$ cat src/rtl/otc_pkg.sv
// Types and constants of the oscillator trim calibrator.
`timescale 1ns / 1ps

package otc_pkg;

    localparam logic [15:0] TARGET_RST = 16'd12800;
    localparam logic [7:0]  TRIM_RST   = 8'((192 + 256) / 2);
    localparam logic [7:0]  STEP_RST   = 8'((256 - 192) / 2);

    // Register indexes (byte address bits [3:2])
    localparam logic [1:0] REG_TARGET = 2'd0;
    localparam logic [1:0] REG_TRIM   = 2'd1;
    localparam logic [1:0] REG_STEP   = 2'd2;

    // Input word kinds
    localparam logic OP_START = 1'b0;
    localparam logic OP_COUNT = 1'b1;

    typedef enum logic [5:0] {
        PH_IDLE    = 6'b000001,
        PH_DISCARD = 6'b000010,
        PH_SEARCH  = 6'b000100,
        PH_CENTRE  = 6'b001000,
        PH_PLUS    = 6'b010000,
        PH_MINUS   = 6'b100000
    } t_phase;

    typedef struct packed {
        logic [15:0] target_count;
        logic [7:0]  initial_trim;
        logic [7:0]  initial_step;
    } t_cfg;

    typedef struct packed {
        logic [7:0]  trim;
        logic        done_res;
        logic [15:0] abs_error;
    } t_res;

endpackage

$ cat src/rtl/oscillator_trim_calibrator_unit.sv
// Top level of the oscillator trim calibrator: stream channels and register port.
//
// Usage: send a start word (tuser 0) to begin, then one word per reference
// period (tuser 1, tdata = clocks counted at the trim last put out). Every
// input word yields exactly one result word: the trim to apply next, a done
// flag in tuser, and the absolute error of that count against target_count (0 for a start word).
// Registers target_count (0x0), initial_trim (0x4) and initial_step (0x8) are
// written over the APB port, by the user only while no word is in flight;
// the block itself does not enforce this. Reads return them.
// A word is registered on entry and its result is then registered in the
// result register, which holds it until the receiver takes it.
// Throughput: one word per cycle while the receiver keeps up, set by the
// single compare/add update of the search state between the two registers.
// Stall: while the result is held, the entry register still takes one word;
// s_axis_tready falls only when both registers are full and m_axis_tready low.
// Reset: registers return to their defaults, the search goes idle with trim
// 224, and both pipeline registers are emptied.
`timescale 1ns / 1ps

module oscillator_trim_calibrator_unit (
    input  logic        i_clk,
    input  logic        i_rst_n,
    // input stream
    input  logic        s_axis_tvalid,
    output logic        s_axis_tready,
    input  logic [15:0] s_axis_tdata,   // [15:0] period_count
    input  logic [0:0]  s_axis_tuser,   // [0] op
    // result stream
    output logic        m_axis_tvalid,
    input  logic        m_axis_tready,
    output logic [23:0] m_axis_tdata,   // [7:0] trim, [23:8] abs_error
    output logic [0:0]  m_axis_tuser,   // [0] done_res
    // register port
    input  logic        psel,
    input  logic        penable,
    input  logic        pwrite,
    input  logic [3:0]  paddr,
    input  logic [31:0] pwdata,
    output logic [31:0] prdata,
    output logic        pready
);
    import otc_pkg::*;

    t_cfg        r_cfg;
    logic        r_in_valid;
    logic        r_in_op;
    logic [15:0] r_in_count;
    logic        r_out_valid;
    t_res        r_out;
    t_res        step_res;
    logic        advance;
    logic        wr_en;

    assign pready        = 1'b1;
    assign wr_en         = psel && penable && pwrite;
    assign advance       = r_in_valid && (!r_out_valid || m_axis_tready);
    assign s_axis_tready = !r_in_valid || advance;

    always_comb begin
        case (paddr[3:2])
            REG_TARGET: prdata = {16'd0, r_cfg.target_count};
            REG_TRIM:   prdata = {24'd0, r_cfg.initial_trim};
            REG_STEP:   prdata = {24'd0, r_cfg.initial_step};
            default:    prdata = 32'd0;
        endcase
    end

    always_ff @(posedge i_clk) begin
        if (!i_rst_n) begin
            r_cfg.target_count <= TARGET_RST;
            r_cfg.initial_trim <= TRIM_RST;
            r_cfg.initial_step <= STEP_RST;
        end else if (wr_en) begin
            case (paddr[3:2])
                REG_TARGET: r_cfg.target_count <= pwdata[15:0];
                REG_TRIM:   r_cfg.initial_trim <= pwdata[7:0];
                REG_STEP:   r_cfg.initial_step <= pwdata[7:0];
                default:    ;
            endcase
        end
    end

    otc_step u_step (
        .i_clk   (i_clk),
        .i_rst_n (i_rst_n),
        .i_fire  (advance),
        .i_op    (r_in_op),
        .i_count (r_in_count),
        .i_cfg   (r_cfg),
        .o_res   (step_res)
    );

    // entry register
    always_ff @(posedge i_clk) begin
        if (!i_rst_n) begin
            r_in_valid <= 1'b0;
        end else if (s_axis_tready) begin
            r_in_valid <= s_axis_tvalid;
        end
    end

    always_ff @(posedge i_clk) begin
        if (s_axis_tready && s_axis_tvalid) begin
            r_in_op    <= s_axis_tuser[0];
            r_in_count <= s_axis_tdata;
        end
    end

    // result register: hold while the receiver stalls
    always_ff @(posedge i_clk) begin
        if (!i_rst_n) begin
            r_out_valid <= 1'b0;
        end else if (advance) begin
            r_out_valid <= 1'b1;
        end else if (m_axis_tready) begin
            r_out_valid <= 1'b0;
        end
    end

    always_ff @(posedge i_clk) begin
        if (advance) begin
            r_out <= step_res;
        end
    end

    assign m_axis_tvalid   = r_out_valid;
    assign m_axis_tdata    = {r_out.abs_error, r_out.trim};
    assign m_axis_tuser[0] = r_out.done_res;

endmodule

$ cat src/rtl/otc_step.sv
// Calibration state and the per-word update of the trim search.
`timescale 1ns / 1ps

module otc_step (
    input  logic          i_clk,
    input  logic          i_rst_n,
    input  logic          i_fire,
    input  logic          i_op,
    input  logic [15:0]   i_count,
    input  otc_pkg::t_cfg i_cfg,
    output otc_pkg::t_res o_res
);
    import otc_pkg::*;

    t_phase      r_phase,        n_phase;
    logic [7:0]  r_trim,         n_trim;
    logic [7:0]  r_step,         n_step;
    logic [7:0]  r_centre_trim,  n_centre_trim;
    logic [15:0] r_centre_error, n_centre_error;
    logic [15:0] r_plus_error,   n_plus_error;
    logic        r_finished,     n_finished;

    logic        count_low;
    logic [15:0] err;
    logic [15:0] diff;

    always_comb begin
        count_low = i_count < i_cfg.target_count;
        diff      = count_low ? (i_cfg.target_count - i_count)
                              : (i_count - i_cfg.target_count);
        err       = (i_op == OP_START) ? 16'd0 : diff;

        n_phase        = r_phase;
        n_trim         = r_trim;
        n_step         = r_step;
        n_centre_trim  = r_centre_trim;
        n_centre_error = r_centre_error;
        n_plus_error   = r_plus_error;
        n_finished     = r_finished;

        if (i_op == OP_START) begin
            n_trim     = i_cfg.initial_trim;
            n_step     = i_cfg.initial_step;
            n_finished = 1'b0;
            n_phase    = PH_DISCARD;
        end else begin
            case (r_phase)
                PH_IDLE: begin
                    n_phase = PH_IDLE;
                end
                PH_DISCARD: begin
                    n_phase = PH_SEARCH;
                end
                PH_SEARCH: begin
                    n_trim = count_low ? (r_trim - r_step) : (r_trim + r_step);
                    n_step = r_step >> 1;
                    if (n_step == 8'd0) begin
                        n_phase = PH_CENTRE;
                    end
                end
                PH_CENTRE: begin
                    n_centre_trim  = r_trim;
                    n_centre_error = err;
                    n_trim         = r_trim + 8'd1;
                    n_phase        = PH_PLUS;
                end
                PH_PLUS: begin
                    n_plus_error = err;
                    n_trim       = r_centre_trim - 8'd1;
                    n_phase      = PH_MINUS;
                end
                PH_MINUS: begin
                    // minus beats plus, plus beats centre on a tie
                    if (err <= r_centre_error && err <= r_plus_error) begin
                        n_trim = r_centre_trim - 8'd1;
                    end else if (r_plus_error <= r_centre_error
                                 && r_plus_error <= err) begin
                        n_trim = r_centre_trim + 8'd1;
                    end else begin
                        n_trim = r_centre_trim;
                    end
                    n_finished = 1'b1;
                    n_phase    = PH_IDLE;
                end
                default: begin
                    n_phase = PH_IDLE;
                end
            endcase
        end

        o_res.trim      = n_trim;
        o_res.done_res  = n_finished;
        o_res.abs_error = err;
    end

    always_ff @(posedge i_clk) begin
        if (!i_rst_n) begin
            r_phase        <= PH_IDLE;
            r_trim         <= TRIM_RST;
            r_step         <= 8'd0;
            r_centre_trim  <= 8'd0;
            r_centre_error <= 16'd0;
            r_plus_error   <= 16'd0;
            r_finished     <= 1'b0;
        end else if (i_fire) begin
            r_phase        <= n_phase;
            r_trim         <= n_trim;
            r_step         <= n_step;
            r_centre_trim  <= n_centre_trim;
            r_centre_error <= n_centre_error;
            r_plus_error   <= n_plus_error;
            r_finished     <= n_finished;
        end
    end

endmodule

$ cat config.mk
export PLATFORM = sky130hd
export DESIGN_NAME = oscillator_trim_calibrator_unit
export DESIGN_NICKNAME = d
export VERILOG_FILES = /design/src/rtl/otc_pkg.sv /design/src/rtl/oscillator_trim_calibrator_unit.sv /design/src/rtl/otc_step.sv
export SDC_FILE = /design/constraint.sdc
export NUM_CORES = 1
export LEC_CHECK = 0
export BUFFER_PORTS_ARGS = -buffer_cell sky130_fd_sc_hd__buf_2
export CAP_MARGIN = 20
export CORE_AREA = 5 5 141 143
export CTS_BUF_LIST = sky130_fd_sc_hd__clkbuf_8
export CTS_CLUSTER_DIAMETER = 50
export DETAILED_ROUTE_END_ITERATION = 6
export DIE_AREA = 0 0 146 148
export PLACE_DENSITY = 0.76
export SYNTH_ARGS = -nofsm -noshare
export SYNTH_HDL_FRONTEND = slang
export SYNTH_SLANG_ARGS = --single-unit
$ cat constraint.sdc
create_clock -name i_clk -period 6.57 [get_ports i_clk]
set_clock_uncertainty 0.05 [all_clocks]
set_input_delay 1.314 -clock i_clk [delete_from_list [all_inputs] [get_ports i_clk]]
set_output_delay 1.314 -clock i_clk [all_outputs]
set_load 0.005 [all_outputs]
Yosys cells after proc, flatten, opt, wreduce, memory -nomap -nowiden
Index checks and enable logic that the tools add are counted.
{"block": "op_classes", "n_eq_ne": 9, "reduce_logical": 20, "n_addsub": 7, "n_lt_le_gt_ge": 5, "mux": 17}
{"cell": "$le 16x16->1", "count": 4}
{"cell": "$mux 8", "count": 6}
{"cell": "$pmux 16 s3", "count": 1}
{"cell": "$mux 16", "count": 2}
{"cell": "$pmux 8 s4", "count": 1}
{"cell": "$sub 16x16->16", "count": 2}
{"cell": "$pmux 6 s4", "count": 1}
{"cell": "$add 8x1->8 const B", "count": 2}
{"cell": "$lt 16x16->1", "count": 1}
{"cell": "$mux 6", "count": 2}
{"cell": "$reduce_and 2->1", "count": 5}
{"cell": "$add 8x8->8", "count": 1}
{"cell": "$logic_not 8->1", "count": 1}
{"cell": "$sub 8x1->8 const B", "count": 1}
{"cell": "$sub 8x8->8", "count": 1}
{"cell": "$eq 6x2->1 const B", "count": 1}
{"cell": "$eq 6x3->1 const B", "count": 1}
{"cell": "$eq 6x4->1 const B", "count": 1}
{"cell": "$eq 6x5->1 const B", "count": 1}
{"cell": "$eq 6x6->1 const B", "count": 1}
{"cell": "$logic_and 1x1->1", "count": 6}
{"cell": "$reduce_and 3->1", "count": 2}
{"cell": "$mux 1", "count": 4}
{"cell": "$ne 3x2->1 const B", "count": 1}
{"cell": "other kinds (7)", "count": 9}
{"block": "word_totals", "output_inout_bits": 60, "in_bits": 60, "ff_bits": 139, "wordCells": 75}

Depth between registers and ports, before layout
Gate-level depths: netlist (run 1).
{"block": "depth", "word_depth": 9, "mapped_depth": 24, "mapped_depth_nobuf": 23}

By module
A second synthesis (run 1) with hierarchy kept.
{"block": "hier_totals", "hier_cells": 1094, "hier_area_um2": 9406.5}
{"mod": "otc_step", "seq_area_each_um2": 1261.2, "cells_each": 856, "area_per_inst_um2": 6444.9, "n_inst": 1}
{"mod": "oscillator_trim_calibrator_unit", "seq_area_each_um2": 1941.9, "cells_each": 238, "area_per_inst_um2": 2961.6, "n_inst": 1}

Worst setup path before layout (run 1)
No wires, ideal clock.
{"block": "synth_timing", "path_kind": "register to register", "startpoint": "reg r_cfg[16] (netlist bit)", "endpoint": "reg r_out (netlist bit m_axis_tdata[4]), data pin", "arrival_time_ps": 4802, "setup_ps": 268, "path_stages_with_launch": 24, "required_time_ps": 6252, "setup_slack_ps": 1450, "n_path_buf": 0, "synth_period_minus_slack_ps": 5120, "path_cell_list": "dfxtp_1 inv_1 ha_1 inv_1 fa_1 a211oi_1 o21ai_0 nand3_1 nand2_1 or4b_2 a31oi_1 a21oi_1 xnor2_1 nor2_1 ha_1 and4_1 nand2_1 a2bb2oi_1 o21ai_0 o31ai_2 a2111oi_0 or3_1 a31oi_1 a21oi_1"}
{"item": "from (decl)", "line_no": "oscillator_trim_calibrator_unit.sv:44", "rtl": "t_cfg r_cfg;"}
{"item": "to (signal assigned)", "line_no": "oscillator_trim_calibrator_unit.sv:122", "rtl": "r_out <= step_res;"}
{"item": "to (decl)", "line_no": "oscillator_trim_calibrator_unit.sv:49", "rtl": "t_res r_out;"}

==> results.txt, run 1 <==
status: finished, final reports clean
Worst Setup Start Kind: flop
CTS H-tree depth: 4
WL per Instance: 16.2 um
drt pass-1 iters: 6
Switching Power: 0.611 mW
Clock power frac: 32.2%
number of synthesized flops with an enable pin: 42
CP Class: reg2reg
worst reg2reg path endpoint: m_axis_tdata[4]
CTS tree: built
Leakage: 4.07 nW
CTS Sinks: 139
maximum number of pins on one net before global-route repair: 50
Max VDD drop: 0.000123 V
later-pin clock latency in the skew report: 0.46 ns
Ys Warns: 0
All-Layer GR Usage: 20.9%
Synth area leaders: dfxtp_1, edfxtp_1, ha_1
Pwr Density: 197 nW/um^2
Crit Path Max Fanout: 8
final setup margin: 0.450 ns
fmax: 0.163 GHz
Iteration-0 DRC Markers: 685
antenna violations before repair: 0
Area growth syn-to-layout: 9.93%
die width: 146 um
RSZ-0062 raised after global routing: no
Vias: 7,989
layout cells sized above 1: 12.8%
Seq/Total Area, Yosys: 35.2%
DRT Wirelength: 22,600 um
n_diodes: 0
Most Frequent Cell on Critical Path: o21ai_0
post-synth top area share: 21.3%
Remaining Overflow, GRT: 0
crit-path max cell delay: 0.64 ns
Max Buffers Root-to-Sink: 2
Port Buffers: 84
crit end category: flop
Die Y: 148 um
Placer Congestion: 0.915
Slew HR: 32.0%
Yosys top cell by area: dfxtp_1
syn avg cell area: 8.42 um^2
r2r setup slk: 0.45 ns
DP HPWL: 16,900 um
Slowest-stage cell, CP: or4b_2
DR DRC count: 0
# hold bufs at CTS: 0
sw frac: 31.1%
TritonCTS Buffers: 17
FFs w/ async S/R, synth: 0%
Die ar.: 21,600 um^2
DR vias/cell: 5.73
setup_tns: 0 ns
Post-Place Setup Slack: 0.539 ns
vias in the first global route: 7,475
Final min period: 6.12 ns
maxcap violations: 0
final hold viol count: 0
Netlist cell types: 81
effective utilization at floorplan: 49.4%
CTS root buf: clkbuf_8
I/O pin count: 120
Critical Path Sink: m_axis_tdata[4]
reg2reg path depth: 22
Hold WC Path Type: reg2reg
Syn Inst Count: 1,082
# rows: 50
Post-Syn Area: 9110 um^2
Final period util: 93.1%
crit path from: r_cfg[16]
worst reg2reg startpoint: r_cfg[16]
Clock transition at path regs: 0.08 ns
sequential share of power: 47.1%
commonest register cell after synthesis: dfxtp_1
Final Net Count: 1,301
synthesis-stage register bit count: 139
Routed Antenna Nets: 0
Post-CTS Repair Setup Buffers: 0
max-slew violations: 0
total core area: 18,500 um^2
critical-path cell list: inv_1 -> ha_1 -> inv_1 -> fa_1 -> a211oi_1 -> o21ai_0 -> nand3_1 -> nand2_1 -> or4b_2 -> a31oi_1 -> a21oi_1 -> xnor2_1 -> nor2_1 -> ha_1 -> and4_1 -> nand2_1 -> o21ai_0 -> o21ai_1 -> a2111oi_1 -> o21ai_0 -> a31oi_1 -> a21oi_1
final setup fails: 0
Worst Max-Slew Pin Slew: 1.01 ns
Worst Path Required: 6.70 ns
internal power: 1.36 mW
worst path arrival time: 6.25 ns
first-pass GRT wire length: 37,200 um
Worst Hold Launch: u_step.r_centre_error[8]
Comb pwr share: 20.8%
[flip-flops by register name, summed over array words and instances (netlist names), 6 cells and up]
name	count
r_in_count	16
u_step.r_plus_error	16
u_step.r_step	8
u_step.r_centre_error	16
m_axis_tdata	24
u_step.r_trim	8
u_step.r_phase	6
r_cfg	32
u_step.r_centre_trim	8
[repair_timing]
item	4_1_cts	5_1_grt
endpoints found under the hold margin	0	0
resized for setup	0	1
setup endpoints to repair	0	1
[logic make-up (layout without fill, tap and decap cells)]
group                    after synthesis  count (layout)  share of synthesized area (%)
other                                  2              17                         0.0824
buffers and inverters                157             221                           7.39
adder cells (fa/ha/maj)               92              92                           12.9
XOR/XNOR                              32              32                           3.08
AO/OA/AOI/OAI                        266             266                           18.9
multiplexers                          37              37                           4.08
flip-flops                           139             139                           35.2
AND/OR/NAND/NOR                      357             357                           18.4
[how the worst min path moves through the flow]
stage,to,depth (start not counted),slack [ns]
after floorplan,r_cfg[31],2,0.39
after CTS,u_step.r_centre_error[1],2,0.41
after global routing,u_step.r_centre_error[9],2,0.44
final,u_step.r_centre_error[8],2,0.41
after detailed placement,u_step.r_centre_error[1],2,0.40
after global placement,u_step.r_centre_error[1],2,0.39
[synthesized netlist by cell type (all sizes together), types with 4 or more instances]
| cell | count |
|---|---|
| mux2i | 36 |
| and3 | 4 |
| nand4 | 10 |
| clkbuf | 39 |
| xnor2 | 20 |
| nand2 | 137 |
| nor2b | 7 |
| a211oi | 25 |
| a21o | 15 |
| o21ai | 53 |
| a21oi | 94 |
| o211ai | 11 |
| nor2 | 81 |
| and4 | 5 |
| xor2 | 12 |
| and2 | 10 |
| nand2b | 8 |
| nor4 | 5 |
| a221oi | 6 |
| buf | 25 |
| nor3 | 33 |
| a221o | 4 |
| or3 | 9 |
| nand3 | 33 |
| nor3b | 4 |
| inv | 91 |
| o311ai | 4 |
| o31ai | 7 |
| o21a | 5 |
| ha | 89 |
| or4 | 5 |
| edfxtp | 42 |
| a31oi | 8 |
| dfxtp | 97 |
[power groups by stage]
stage | sequential [mW] | clock [mW] | combinational (mW)
2_1_floorplan | 0.943 | 0 | 0.295
3_3_place_gp | 0.945 | 0 | 0.391
3_5_place_dp | 0.946 | 0 | 0.401
4_1_cts | 0.926 | 0.639 | 0.404
5_1_grt | 0.929 | 0.679 | 0.456
6_report | 0.926 | 0.633 | 0.409
[area by class of cell]
| type | instances | area, um^2 |
|---|---|---|
| fillers | 1687 | 8440 |
| well taps | 234 | 293 |
| inverters | 93 | 349 |
| multi-input cells | 801 | 5310 |
| flip-flops and latches | 139 | 3200 |
| repair buffers | 97 | 526 |
| clock buffers | 17 | 234 |
| clock inverters | 14 | 103 |
[cells in the final DEF (no fill, tap or decap), types with 7 or more instances in the layout]
cell type  instances
nand2_1          137
dfxtp_1           97
inv_1             92
a21oi_1           90
ha_1              89
buf_2             84
nor2_1            80
o21ai_0           50
edfxtp_1          42
mux2i_1           36
nand3_1           33
nor3_1            30
a211oi_1          24
xnor2_1           20
conb_1            17
clkbuf_8          17
a21o_1            15
xor2_1            12
buf_4             12
o211ai_1          11
nand4_1           10
or3_1              9
and2_1             9
nand2b_1           8
a31oi_1            8
nor2b_1            7
[metrics by stage]
stage / cell area [um^2] / power [mW] / hold slack, ns / util [%] / std cells
6_report: 10000 / 1.97 / 0.406 / 54.3 / 1395
5_1_grt: 10000 / 2.06 / 0.437 / 54.3 / 1395
4_1_cts: 10000 / 1.97 / 0.409 / 54.2 / 1394
3_5_place_dp: 9660 / 1.35 / 0.397 / 52.3 / 1363
3_3_place_gp: 9660 / 1.34 / 0.393 / 52.3 / 1363
2_1_floorplan: 9170 / 1.24 / 0.386 / - / 1097
[worst max-delay path, delay by kind of cell (launching register included)]
family,cells,cell delay (ns)
compound gates,10,2.66
simple gates,6,1.37
fa+ha+maj,3,0.92
xor+xnor,1,0.36
flops,1,0.34
buf+inv,2,0.13
[per-layer routing]
| layer | part of all wire (%) | global-route usage, % |
|---|---|---|
| met1 | 47 | 29.3 |
| met2 | 44 | 32.7 |
| met3 | 7.2 | 4.29 |
| met4 | 1.9 | 6.07 |
| met5 | 0 | 0 |
(Power assumes the default switching activity.)
==> inputs of run 2 (changes only) <==
Settings changed: CTS_BUF_LIST sky130_fd_sc_hd__clkbuf_8 to not set.
==> run 2 against run 1 <==
  * Sequential power about the same
  * Clock power grew 38%
  * Flip-flop and latch count unchanged
  * Critical path type unchanged
  * Highest routed layer unchanged
==> results.txt, run 2 (synthesis results as in run 1) <==
maxcap violations: 0
later-pin clock latency in the skew report: 0.43 ns
worst path arrival time: 6.22 ns
DR DRC count: 0
Comb pwr share: 18.5%
area of the multi-input gates: 5310 um^2
crit-path max cell delay: 0.64 ns
TritonCTS Buffers: 17
final setup fails: 0
Placer Congestion: 0.915
first-pass GRT wire length: 37,600 um
fin util: 55.3%
Area growth syn-to-layout: 12.0%
total power: 2.21 mW
FF/Latch Area: 3200 um^2
Vias: 7,979
CTS H-tree depth: 4
Die ar.: 21,600 um^2
Switching Power: 0.643 mW
sw frac: 29.1%
final hold viol count: 0
Final min period: 6.13 ns
most frequent cells in the layout: nand2_1, dfxtp_1, inv_1, a21oi_1, ha_1
status: finished, final reports clean
Post-CTS Repair Setup Buffers: 0
Fill cells: 1,660
fmax: 0.163 GHz
number of flip-flops in the largest register: 32
Most flops, register: r_cfg
effective utilization at floorplan: 49.4%
DRT Wirelength: 22,600 um
layout cells sized above 1: 12.8%
CP Class: reg2reg
max-slew violations: 0
Final period util: 93.3%
Routed Antenna Nets: 0
Iteration-0 DRC Markers: 795
Remaining Overflow, GRT: 0
Hold WC Path Type: reg2reg
Worst Max-Slew Pin Slew: 1.01 ns
critical-path cell list: inv_1 -> ha_1 -> inv_1 -> fa_1 -> a211oi_1 -> o21ai_0 -> nand3_1 -> nand2_1 -> or4b_2 -> a31oi_1 -> a21oi_1 -> xnor2_1 -> nor2_1 -> ha_1 -> and4_1 -> nand2_1 -> a211oi_1 -> or3_1 -> o21ai_1 -> a2111oi_1 -> or3_1 -> a31oi_1 -> a21oi_1
Slew HR: 32.2%
CTS root buf: clkbuf_16
Worst Path Required: 6.66 ns
All-Layer GR Usage: 21.1%
setup_tns: 0 ns
Max VDD drop: 0.000178 V
Pwr Density: 217 nW/um^2
Die Y: 148 um
WL per Instance: 16.2 um
RSZ-0062 raised after global routing: no
total core area: 18,500 um^2
DP HPWL: 16,900 um
Leakage: 4.15 nW
Clock transition at path regs: 0.06 ns
antenna violations before repair: 0
# rows: 50
Crit Path Max Fanout: 8
n_diodes: 0
Slowest-stage cell, CP: or4b_2
Clock power frac: 39.5%
sequential share of power: 42.0%
crit end category: flop
DR vias/cell: 5.72
maximum number of pins on one net before global-route repair: 50
CTS tree: built
Port Buffers: 84
Final Net Count: 1,301
die width: 146 um
fin cells: 1,395
most common cell after layout, fill and taps aside: nand2_1
Post-Place Cells: 1,363
Max Buffers Root-to-Sink: 2
CTS Sinks: 139
I/O pin count: 120
vias in the first global route: 7,536
drt pass-1 iters: 5
Worst Setup Start Kind: flop
internal power: 1.57 mW
run 2: stage by stage:
step / hold slack (ns) / worst slack [ns] / cell area, um^2
4_1_cts: 0.405 / 0.469 / 10200
3_5_place_dp: 0.397 / 0.539 / 9660
2_1_floorplan: 0.386 / 1.45 / 9170
3_3_place_gp: 0.393 / 0.651 / 9660
5_1_grt: 0.434 / 0.0449 / 10200
6_report: 0.403 / 0.440 / 10200
run 2: worst max-delay path: cells and delay by family (launching register included):
| kind | cells | cell delay [ns] |
|---|---|---|
| AND/OR/NAND/NOR | 8 | 2.13 |
| AO/OA/AOI/OAI | 9 | 1.90 |
| adder cells (fa/ha/maj) | 3 | 0.93 |
| XOR/XNOR | 1 | 0.36 |
| flip-flops | 1 | 0.33 |
| buffers and inverters | 2 | 0.13 |
run 2: layout make-up:
| type | count | area share (%) |
|---|---|---|
| inverter | 93 | 3.42 |
| timing repair buffer | 97 | 5.15 |
| sequential | 139 | 31.4 |
| tap | 234 | 2.87 |
| multi-input combinational | 801 | 52.0 |
| clock inverter | 11 | 0.638 |
| clock buffer | 20 | 4.49 |
run 2: layer usage:
layer | up-vias | global-route usage (%) | share of wire, %
met2 | 283 | 33.1 | 44
met4 | 0 | 6.07 | 1.8
met1 | 3716 | 29.7 | 47
li1 | 3940 | - | -
met5 | - | 0 | 0
met3 | 40 | 4.35 | 6.7
run 2: power by group through the flow:
stage | combinational [mW] | sequential (mW) | clock [mW]
after floorplan | 0.295 | 0.943 | 0
after CTS | 0.404 | 0.928 | 0.880
final | 0.409 | 0.928 | 0.873
after global placement | 0.391 | 0.945 | 0
after detailed placement | 0.401 | 0.946 | 0
after global routing | 0.456 | 0.930 | 0.922
run 2: repair_timing:
| item | CTS | global route |
|---|---|---|
| endpoints found under the setup margin | 0 | 1 |
| endpoints found under the hold margin | 0 | 0 |
| gates resized for setup | 0 | 1 |
| hold buffers | 0 | 0 |
run 2: path summary, 6_finish.rpt:
path / startpoint / endpoint / slack, ns / depth (start not counted)
max: r_cfg[16] / m_axis_tdata[4] / 0.44 / 23
min: u_step.r_centre_error[1] / u_step.r_centre_error[1] / 0.40 / 2
max reg2reg: r_cfg[16] / m_axis_tdata[4] / 0.44 / 23
min reg2reg: u_step.r_centre_error[1] / u_step.r_centre_error[1] / 0.40 / 2
